## config.mk

```make
export PLATFORM = sky130hd
export DESIGN_NAME = sha256_stream_hasher_core
export DESIGN_NICKNAME = d
export VERILOG_FILES = /design/src/hdl/sha256_pkg.sv /design/src/hdl/sha256_dp.sv /design/src/hdl/sha256_ctrl.sv /design/src/hdl/sha256_stream_hasher_core.sv
export SDC_FILE = /design/constraint.sdc
export NUM_CORES = 2
export LEC_CHECK = 0
export ABC_AREA = 1
export BUFFER_PORTS_ARGS = -buffer_cell sky130_fd_sc_hd__buf_2
export CELL_PAD_IN_SITES_DETAIL_PLACEMENT = 0
export CELL_PAD_IN_SITES_GLOBAL_PLACEMENT = 1
export CORE_UTILIZATION = 40
export CTS_BUF_LIST = sky130_fd_sc_hd__clkbuf_8
export DETAILED_ROUTE_END_ITERATION = 12
export PLACE_DENSITY = 0.77
export SLEW_MARGIN = 20
export SYNTH_ARGS = -nofsm -noshare
export SYNTH_HDL_FRONTEND = slang
export SYNTH_SLANG_ARGS = --single-unit
```

## constraint.sdc

```tcl
create_clock -name i_clk -period 101.7 [get_ports i_clk]
set_input_delay 10.17 -clock i_clk [delete_from_list [all_inputs] [get_ports i_clk]]
set_output_delay 10.17 -clock i_clk [all_outputs]
set_load 0.02 [all_outputs]
```

## src/hdl/sha256_pkg.sv

```systemverilog
`timescale 1ns / 1ps
// ----------------------------------------------------------------------------
// SHA-256 shared definitions
// Round constants, initial hash values, round functions and controller types.
// ----------------------------------------------------------------------------
package sha256_pkg;

    localparam int unsigned BlockBytes = 64;
    localparam int unsigned Rounds     = 64;

    typedef enum logic [2:0] {
        t_ST_IDLE,
        t_ST_PAD,
        t_ST_LEN,
        t_ST_COMP,
        t_ST_FIN,
        t_ST_EMIT
    } t_state;

    // Commands from the controller to the datapath.
    typedef struct packed {
        logic       wr_byte;      // write in_byte at fill pointer
        logic       wr_pad;       // write padding byte at pad pointer
        logic [5:0] pad_addr;
        logic [7:0] pad_data;
        logic       comp_start;   // load working variables
        logic       comp_round;   // run one round
        logic       comp_finish;  // add working variables into chain value
        logic       emit_shift;   // rotate chain value for output
        logic       reinit;       // load initial hash values
    } t_cmd;

    function automatic logic [31:0] round_k(input logic [5:0] r);
        logic [31:0] k [64];
        k = '{
            32'h428a2f98, 32'h71374491, 32'hb5c0fbcf, 32'he9b5dba5, 32'h3956c25b,
            32'h59f111f1, 32'h923f82a4, 32'hab1c5ed5, 32'hd807aa98, 32'h12835b01,
            32'h243185be, 32'h550c7dc3, 32'h72be5d74, 32'h80deb1fe, 32'h9bdc06a7,
            32'hc19bf174, 32'he49b69c1, 32'hefbe4786, 32'h0fc19dc6, 32'h240ca1cc,
            32'h2de92c6f, 32'h4a7484aa, 32'h5cb0a9dc, 32'h76f988da, 32'h983e5152,
            32'ha831c66d, 32'hb00327c8, 32'hbf597fc7, 32'hc6e00bf3, 32'hd5a79147,
            32'h06ca6351, 32'h14292967, 32'h27b70a85, 32'h2e1b2138, 32'h4d2c6dfc,
            32'h53380d13, 32'h650a7354, 32'h766a0abb, 32'h81c2c92e, 32'h92722c85,
            32'ha2bfe8a1, 32'ha81a664b, 32'hc24b8b70, 32'hc76c51a3, 32'hd192e819,
            32'hd6990624, 32'hf40e3585, 32'h106aa070, 32'h19a4c116, 32'h1e376c08,
            32'h2748774c, 32'h34b0bcb5, 32'h391c0cb3, 32'h4ed8aa4a, 32'h5b9cca4f,
            32'h682e6ff3, 32'h748f82ee, 32'h78a5636f, 32'h84c87814, 32'h8cc70208,
            32'h90befffa, 32'ha4506ceb, 32'hbef9a3f7, 32'hc67178f2
        };
        return k[r];
    endfunction

    function automatic logic [31:0] init_h(input logic [2:0] i);
        logic [31:0] h [8];
        h = '{32'h6a09e667, 32'hbb67ae85, 32'h3c6ef372, 32'ha54ff53a,
              32'h510e527f, 32'h9b05688c, 32'h1f83d9ab, 32'h5be0cd19};
        return h[i];
    endfunction

    function automatic logic [31:0] rotr(input logic [31:0] x, input int unsigned n);
        return (x >> n) | (x << (32 - n));
    endfunction

    function automatic logic [31:0] sig0(input logic [31:0] x);
        return rotr(x, 7) ^ rotr(x, 18) ^ (x >> 3);
    endfunction

    function automatic logic [31:0] sig1(input logic [31:0] x);
        return rotr(x, 17) ^ rotr(x, 19) ^ (x >> 10);
    endfunction

    function automatic logic [31:0] bsig0(input logic [31:0] x);
        return rotr(x, 2) ^ rotr(x, 13) ^ rotr(x, 22);
    endfunction

    function automatic logic [31:0] bsig1(input logic [31:0] x);
        return rotr(x, 6) ^ rotr(x, 11) ^ rotr(x, 25);
    endfunction

    function automatic logic [31:0] ch(input logic [31:0] x, input logic [31:0] y,
                                      input logic [31:0] z);
        return (x & y) ^ (~x & z);
    endfunction

    function automatic logic [31:0] maj(input logic [31:0] x, input logic [31:0] y,
                                       input logic [31:0] z);
        return (x & y) ^ (x & z) ^ (y & z);
    endfunction

endpackage

```

## src/hdl/sha256_dp.sv

```systemverilog
`timescale 1ns / 1ps
// ----------------------------------------------------------------------------
// SHA-256 datapath
// Block buffer, message schedule, working variables and chaining value.
// ----------------------------------------------------------------------------
module sha256_dp (
    input  logic              i_clk,
    input  sha256_pkg::t_cmd  i_cmd,
    input  logic [5:0]        i_fill,
    input  logic [5:0]        i_round,
    input  logic [7:0]        i_byte,
    output logic [31:0]       o_word
);

    // Buffer held as 16 big-endian words; byte writes go in place.
    logic [31:0] r_buf [16];
    logic [31:0] r_w   [16];
    logic [31:0] r_v   [8];
    logic [31:0] r_h   [8];

    logic [31:0] wr_word;
    logic [31:0] t1;
    logic [31:0] t2;
    logic [5:0]  waddr;
    logic [7:0]  wdata;
    logic        wen;

    assign wen   = i_cmd.wr_byte | i_cmd.wr_pad;
    assign waddr = i_cmd.wr_byte ? i_fill : i_cmd.pad_addr;
    assign wdata = i_cmd.wr_byte ? i_byte : i_cmd.pad_data;

    always_comb begin
        if (i_round < 6'd16) begin
            wr_word = r_w[0];
        end else begin
            wr_word = r_w[0] + sha256_pkg::sig0(r_w[1]) + sha256_pkg::sig1(r_w[14])
                    + r_w[9];
        end
        t1 = r_v[7] + sha256_pkg::bsig1(r_v[4]) + sha256_pkg::ch(r_v[4], r_v[5], r_v[6])
           + sha256_pkg::round_k(i_round) + wr_word;
        t2 = sha256_pkg::bsig0(r_v[0]) + sha256_pkg::maj(r_v[0], r_v[1], r_v[2]);
    end

    always_ff @(posedge i_clk) begin
        if (wen) begin
            case (waddr[1:0])
                2'd0:    r_buf[waddr[5:2]][31:24] <= wdata;
                2'd1:    r_buf[waddr[5:2]][23:16] <= wdata;
                2'd2:    r_buf[waddr[5:2]][15:8]  <= wdata;
                default: r_buf[waddr[5:2]][7:0]   <= wdata;
            endcase
        end

        if (i_cmd.comp_start) begin
            r_w <= r_buf;
            r_v <= r_h;
        end else if (i_cmd.comp_round) begin
            // The schedule window slides by one word each round.
            for (int j = 0; j < 15; j++) begin
                r_w[j] <= r_w[j + 1];
            end
            r_w[15] <= wr_word;
            r_v[7] <= r_v[6];
            r_v[6] <= r_v[5];
            r_v[5] <= r_v[4];
            r_v[4] <= r_v[3] + t1;
            r_v[3] <= r_v[2];
            r_v[2] <= r_v[1];
            r_v[1] <= r_v[0];
            r_v[0] <= t1 + t2;
        end

        if (i_cmd.reinit) begin
            for (int j = 0; j < 8; j++) begin
                r_h[j] <= sha256_pkg::init_h(3'(j));
            end
        end else if (i_cmd.comp_finish) begin
            for (int j = 0; j < 8; j++) begin
                r_h[j] <= r_h[j] + r_v[j];
            end
        end else if (i_cmd.emit_shift) begin
            for (int j = 0; j < 7; j++) begin
                r_h[j] <= r_h[j + 1];
            end
            r_h[7] <= r_h[0];
        end
    end

    assign o_word = r_h[0];

endmodule

```

## src/hdl/sha256_ctrl.sv

```systemverilog
`timescale 1ns / 1ps
// ----------------------------------------------------------------------------
// SHA-256 controller
// Sequences absorb, padding, compression and digest output.
// ----------------------------------------------------------------------------
module sha256_ctrl (
    input  logic              i_clk,
    input  logic              i_rst_n,
    input  logic              i_valid,
    output logic              o_ready,
    input  logic              i_operation,
    output logic              o_valid,
    input  logic              i_ready,
    output logic [2:0]        o_word_index,
    output logic              o_last,
    output logic [5:0]        o_fill,
    output logic [5:0]        o_round,
    output sha256_pkg::t_cmd  o_cmd
);

    sha256_pkg::t_state r_state, n_state;
    logic [5:0]  r_fill, n_fill;
    logic [5:0]  r_round, n_round;
    logic [63:0] r_bits, n_bits;
    logic        r_final, n_final;   // compression belongs to a finalize
    logic        r_two, n_two;       // a second padding block follows
    logic [5:0]  r_pad, n_pad;
    logic [2:0]  r_idx, n_idx;
    logic        r_run;              // working variables loaded, rounds running
    logic        n_run;

    logic acc;
    logic done_round;

    assign acc        = i_valid && o_ready;
    assign done_round = r_run && (r_round == 6'd63);

    // Next state.
    always_comb begin
        n_state = r_state;
        n_fill  = r_fill;
        n_round = r_round;
        n_bits  = r_bits;
        n_final = r_final;
        n_two   = r_two;
        n_pad   = r_pad;
        n_idx   = r_idx;
        n_run   = r_run;
        case (r_state)
            sha256_pkg::t_ST_IDLE: begin
                if (acc) begin
                    if (!i_operation) begin
                        n_fill = r_fill + 6'd1;
                        if (r_fill == 6'd63) begin
                            n_state = sha256_pkg::t_ST_COMP;
                            n_final = 1'b0;
                            n_bits  = r_bits + 64'd512;
                        end
                    end else begin
                        n_bits  = r_bits + {55'd0, r_fill, 3'd0};
                        n_two   = (r_fill >= 6'd56);
                        n_pad   = r_fill;
                        n_final = 1'b1;
                        n_state = sha256_pkg::t_ST_PAD;
                    end
                end
            end
            sha256_pkg::t_ST_PAD: begin
                // Writes 0x80 then zeros up to byte 55, or 63 for two blocks.
                n_pad = r_pad + 6'd1;
                if ((r_two && r_pad == 6'd63) || (!r_two && r_pad == 6'd55)) begin
                    n_state = r_two ? sha256_pkg::t_ST_COMP : sha256_pkg::t_ST_LEN;
                    n_pad   = r_two ? 6'd0 : 6'd56;
                end
            end
            sha256_pkg::t_ST_LEN: begin
                n_pad = r_pad + 6'd1;
                if (r_pad == 6'd63) begin
                    n_state = sha256_pkg::t_ST_COMP;
                end
            end
            sha256_pkg::t_ST_COMP: begin
                if (!r_run) begin
                    n_run   = 1'b1;
                    n_round = 6'd0;
                end else begin
                    n_round = r_round + 6'd1;
                    if (done_round) begin
                        n_run   = 1'b0;
                        n_state = sha256_pkg::t_ST_FIN;
                    end
                end
            end
            sha256_pkg::t_ST_FIN: begin
                // The last round has landed; the chain value takes the sum now.
                if (!r_final) begin
                    n_state = sha256_pkg::t_ST_IDLE;
                end else if (r_two) begin
                    n_two   = 1'b0;
                    n_pad   = 6'd0;
                    n_state = sha256_pkg::t_ST_PAD;
                end else begin
                    n_idx   = 3'd0;
                    n_state = sha256_pkg::t_ST_EMIT;
                end
            end
            sha256_pkg::t_ST_EMIT: begin
                if (i_ready) begin
                    n_idx = r_idx + 3'd1;
                    if (r_idx == 3'd7) begin
                        n_state = sha256_pkg::t_ST_IDLE;
                        n_fill  = 6'd0;
                        n_bits  = 64'd0;
                        n_final = 1'b0;
                    end
                end
            end
            default: n_state = sha256_pkg::t_ST_IDLE;
        endcase
    end

    // Outputs.
    always_comb begin
        o_cmd          = '0;
        o_ready        = (r_state == sha256_pkg::t_ST_IDLE);
        o_valid        = (r_state == sha256_pkg::t_ST_EMIT);
        o_cmd.wr_byte  = acc && !i_operation;
        o_cmd.pad_addr = r_pad;
        case (r_state)
            sha256_pkg::t_ST_PAD: begin
                o_cmd.wr_pad   = 1'b1;
                o_cmd.pad_data = (r_final && r_pad == r_fill && !(r_two == 1'b0 && r_pad < r_fill))
                               ? 8'h80 : 8'h00;
            end
            sha256_pkg::t_ST_LEN: begin
                o_cmd.wr_pad   = 1'b1;
                o_cmd.pad_data = r_bits[8 * (63 - r_pad) +: 8];
            end
            sha256_pkg::t_ST_COMP: begin
                o_cmd.comp_start  = !r_run;
                o_cmd.comp_round  = r_run;
            end
            sha256_pkg::t_ST_FIN: begin
                o_cmd.comp_finish = 1'b1;
            end
            sha256_pkg::t_ST_EMIT: begin
                o_cmd.emit_shift = i_ready;
                o_cmd.reinit     = i_ready && (r_idx == 3'd7);
            end
            default: ;
        endcase
    end

    always_ff @(posedge i_clk) begin
        if (!i_rst_n) begin
            r_state <= sha256_pkg::t_ST_IDLE;
            r_fill  <= '0;
            r_round <= '0;
            r_bits  <= '0;
            r_final <= 1'b0;
            r_two   <= 1'b0;
            r_pad   <= '0;
            r_idx   <= '0;
            r_run   <= 1'b0;
        end else begin
            r_state <= n_state;
            r_fill  <= n_fill;
            r_round <= n_round;
            r_bits  <= n_bits;
            r_final <= n_final;
            r_two   <= n_two;
            r_pad   <= n_pad;
            r_idx   <= n_idx;
            r_run   <= n_run;
        end
    end

    assign o_fill       = r_fill;
    assign o_round      = r_round;
    assign o_word_index = r_idx;
    assign o_last       = (r_idx == 3'd7);

    a_ready_idle: assert property (@(posedge i_clk) disable iff (!i_rst_n)
        o_ready |-> !o_valid) else $error("ready while emitting");
    a_full_comp: assert property (@(posedge i_clk) disable iff (!i_rst_n)
        (acc && !i_operation && r_fill == 6'd63) |=> (r_state == sha256_pkg::t_ST_COMP))
        else $error("full buffer not compressed");
    a_emit_hold: assert property (@(posedge i_clk) disable iff (!i_rst_n)
        (o_valid && !i_ready) |=> (o_valid && $stable(r_idx)))
        else $error("digest word dropped");

endmodule

```

## src/hdl/sha256_stream_hasher_core.sv

```systemverilog
`timescale 1ns / 1ps
// ----------------------------------------------------------------------------
// SHA-256 stream hasher
// Hashes a byte stream and emits the 256-bit digest as eight words.
// ----------------------------------------------------------------------------
// Usage: each input item carries i_operation and i_data_byte. Operation 0
// absorbs one byte. On the 64th byte of a block the block runs the
// compression: it loads the working variables, runs 64 rounds at one per
// cycle and folds the result into the chaining value, with ready low
// throughout. Operation 1 finalizes: the padding is written one byte per
// cycle into the buffer (in two passes when 56 or more bytes are buffered),
// each padded block is compressed in the same way, and then the eight digest
// words leave on the output channel, word index 0 first, last set on word 7.
// The compression round is a single unit shared by every block. When the
// receiver stalls, the current word is held and nothing else advances.
// After the eighth word the chaining value, count and buffer pointer return
// to their initial values. Reset is synchronous and active low and brings
// the block to idle; the initial hash values are loaded in the first cycle
// after reset, during which ready stays low.
// ----------------------------------------------------------------------------
module sha256_stream_hasher_core (
    input  logic        i_clk,
    input  logic        i_rst_n,
    input  logic        i_valid,
    output logic        o_ready,
    input  logic        i_operation,
    input  logic [7:0]  i_data_byte,
    output logic        o_valid,
    input  logic        i_ready,
    output logic [31:0] o_digest_word,
    output logic [2:0]  o_word_index,
    output logic        o_last
);

    sha256_pkg::t_cmd ctrl_cmd;
    sha256_pkg::t_cmd dp_cmd;
    logic [5:0] fill;
    logic [5:0] round;
    logic       ctl_ready;
    logic       r_boot;   // holds off input until the chain value is loaded

    always_ff @(posedge i_clk) begin
        if (!i_rst_n) begin
            r_boot <= 1'b1;
        end else begin
            r_boot <= 1'b0;
        end
    end

    // Load the initial hash values during the cycle after reset.
    always_comb begin
        dp_cmd = ctrl_cmd;
        if (r_boot) begin
            dp_cmd.reinit = 1'b1;
        end
    end

    assign o_ready = ctl_ready && !r_boot;

    sha256_ctrl u_ctrl (
        .i_clk        (i_clk),
        .i_rst_n      (i_rst_n),
        .i_valid      (i_valid && !r_boot),
        .o_ready      (ctl_ready),
        .i_operation  (i_operation),
        .o_valid      (o_valid),
        .i_ready      (i_ready),
        .o_word_index (o_word_index),
        .o_last       (o_last),
        .o_fill       (fill),
        .o_round      (round),
        .o_cmd        (ctrl_cmd)
    );

    sha256_dp u_dp (
        .i_clk   (i_clk),
        .i_cmd   (dp_cmd),
        .i_fill  (fill),
        .i_round (round),
        .i_byte  (i_data_byte),
        .o_word  (o_digest_word)
    );

endmodule

```

==> impl_metrics.toml <==
[outcome]
status = "finished, violations left"
violations = "design-rule violations"

[synthesis]
netlist_area_sq_um = 105000
synth_cells = 13000
synth-seq-cells = 1625
synth_edf_count = 1280
synth-seq-area-share_pct = 43.2
async_flop_share_pct = 0
synth_cell_types = 67
yosysWarningCount = 0
synth.avg_cell_area_sq_um = 8.06
synthFlopType = "edfxtp_1"
syn_nets = 13700

[route]
dr.pass1.iters = 12
routedWlPerCell_microns = 23.9
drtIter0Drc = 10900
drt_wl_total_mm = 397
via_per_inst = 5.58
via_count = 92700
drc = 1
drtAntennaViolNets = 0

[critical_path]
r2r_end = "u_dp.r_v[127]"
worst-setup-path-type = "in2reg"
end_kind = "flop"
worstPathCellList = "buf_2 -> nor2_4 -> inv_2 -> nor2_4 -> buf_4 -> inv_2 -> nand2_1 -> nand2_4 -> inv_6 -> nor2_1 -> inv_8 -> buf_4 -> buf_4 -> nor2_1 -> nor2_1"
endpoint = "u_dp.r_buf[99]"
critPathLaunchType = "input pin"
crit_slowest_cell = "inv_6"
arrival_ps = 15630
path_depth = 15
crit_start = "i_operation"
regToRegStartpoint = "u_dp.r_w[53]"
crit_required_ps = 102300
r2r_slack_ps = 90220
critPathMaxFanout = 97
r2r_cells = 39
cp_slowest_stage_delay_ps = 810
crit_buf_inv = 8
cpLargestDelayFamily = "buffers and inverters"

[clock_tree]
post-cts-setup-buffer-count = 0
cts_made_buffers = 299
cts_sinks = 1625
cts_max_level = 5
cts-root-buf = "clkbuf_8"
clock_path_buffers = 4
cts_resized = 0
cts_hold_buffers = 0
path_clk_slew_ps = 70
cts_tree = "yes"
worstSkewPairLatency_ps = 990

[timing]
setup_tns_ps = 0
relSlewSlack_pct = 18.5
rsz0062_at_grt = "no"
final_hold_viol_count = 0
slew_violations = 0
min_period_ps = 15030
skew_ps = 98.5
period_share_pct = 14.8
tightest_slew_ps = 1210
finalSetupViolCount = 0
fmax_mhz = 66.5
hold_ws_ps = 483

[floorplan]
die_w_microns = 515
die_area_sq_um = 265000
die_height_microns = 515
initial_core_util_pct = 40.4
io_pins = 51
core_sq_um = 260000
rows = 187

[place]
port_buffers = 50
gp_congestion = 1.00
hpwl_mm = 287

[flow_run]
drv_cap = 0

[grt]
grt_pass1_vias = 86900
grt_max_degree = 193
gr-total-overflow = 0
grt_use_total_pct = 29.2
antenna_found_initial = 4
grt_pass1_wl_mm = 580

[finish]
final_nets = 13500
syn_to_final_growth_pct = 8.20
final_layout_size_suffix_gt1_share_pct = 5.55

[worst_hold_path]
min_path_type = "reg2reg"
-- cell type report --
cell class                      instances  area [sq um]
Inverter                             1589          6000
Timing Repair Buffer                  166          1180
Clock buffer                          322          4430
Clock inverter                        211          1140
Multi-Input combinational cell       9198         51200
Tap cell                             3496          4370
Sequential cell                      1625         45300
Antenna cell                            6          15.0
Fill cell                           26400        147000
-- cells in the final DEF (no fill, tap or decap), drive strengths merged, types with 322 or more instances in the layout --
cell | Yosys | routed
dfxtp | 345 | 345
clkbuf | 433 | 322
ha | 419 | 419
o21ai | 2242 | 2242
inv | 1585 | 1695
nand2 | 3067 | 3067
a21oi | 806 | 806
edfxtp | 1280 | 1280
nor2 | 635 | 635
nand3 | 530 | 530
-- state kept, by name (all words and copies together), names as in the netlist, 3 cells and up --
name                 flops
u_dp.r_buf             512
u_dp.r_w               512
u_dp.r_v               256
u_dp.r_h               224
u_ctrl.r_bits           61
u_dp.o_word             32
u_ctrl.o_fill            6
u_ctrl.o_round           6
u_ctrl.r_pad             6
u_ctrl.o_word_index      3
u_ctrl.r_state           3
-- cell families after synthesis --
kind of cell               Yosys count  share of synthesized area [%]
buffers and inverters             2217                           8.24
AOI/OAI and AO/OA                 3523                           18.0
xor gates and xnor gates           435                           3.63
muxes                                1                        0.00953
DFF                               1625                           43.2
adders and majority gates          631                           8.89
and+or+nand+nor                   4608                           18.0
-- cells in the mapped netlist, types with 190 or more instances --
cell type / number / area share (%)
nand3_1: 530 / 2.5
clkbuf_1: 417 / 1.5
a21oi_1: 806 / 3.8
dfxtp_1: 345 / 6.6
xor2_1: 245 / 2.0
nor2_1: 613 / 2.2
o21ai_0: 2215 / 11
nand2_1: 3065 / 11
edfxtp_1: 1280 / 37
xnor2_1: 190 / 1.6
ha_1: 419 / 5.0
inv_1: 1562 / 5.6
fa_1: 198 / 3.8
-- how the worst min path moves through the flow --
stage	from	endpoint	slack (ps)	cells past startpoint
5_1_grt	u_dp.r_h[74]	u_dp.r_h[74]	500	2
4_1_cts	u_ctrl.r_bits[19]	u_ctrl.r_bits[19]	480	1
2_1_floorplan	u_ctrl.r_bits[19]	u_ctrl.r_bits[19]	440	1
3_3_place_gp	u_ctrl.r_bits[19]	u_ctrl.r_bits[19]	460	1
3_5_place_dp	u_ctrl.r_bits[19]	u_ctrl.r_bits[19]	460	1
6_report	u_ctrl.r_bits[19]	u_ctrl.r_bits[19]	480	1
-- metal layers --
layer | wire length (microns) | vias to the layer above | global-route usage (%)
met4 | 20500 | 2 | 13.7
met1 | 169000 | 44100 | 40.1
met3 | 32800 | 785 | 4.72
li1 | - | 43800 | -
met5 | 13 | - | 0
met2 | 174000 | 3965 | 44.9
-- worst reg2reg max path, delay by kind of cell, from the launching register on --
family                     cells  cell delay (ps)
adders and majority gates      7             3260
xor gates and xnor gates       5             2090
and+or+nand+nor               14             1960
DFF                            1              570
AOI/OAI and AO/OA              9             3040
buffers and inverters          4              250
-- per-stage QoR --
step	instances	worst slack, ps	util, %	cell area, sq um
after floorplan	13000	67500	-	105000
after global placement	16100	85820	41.5	108000
after detailed placement	16100	85740	41.5	108000
after CTS	16600	86760	43.7	114000
after global routing	16600	86200	43.7	114000
final	16600	86670	43.7	114000
Power is left out: the tool's default activity adds up to more than one toggle a clock period on the data nets, which glitch-free logic cannot reach.
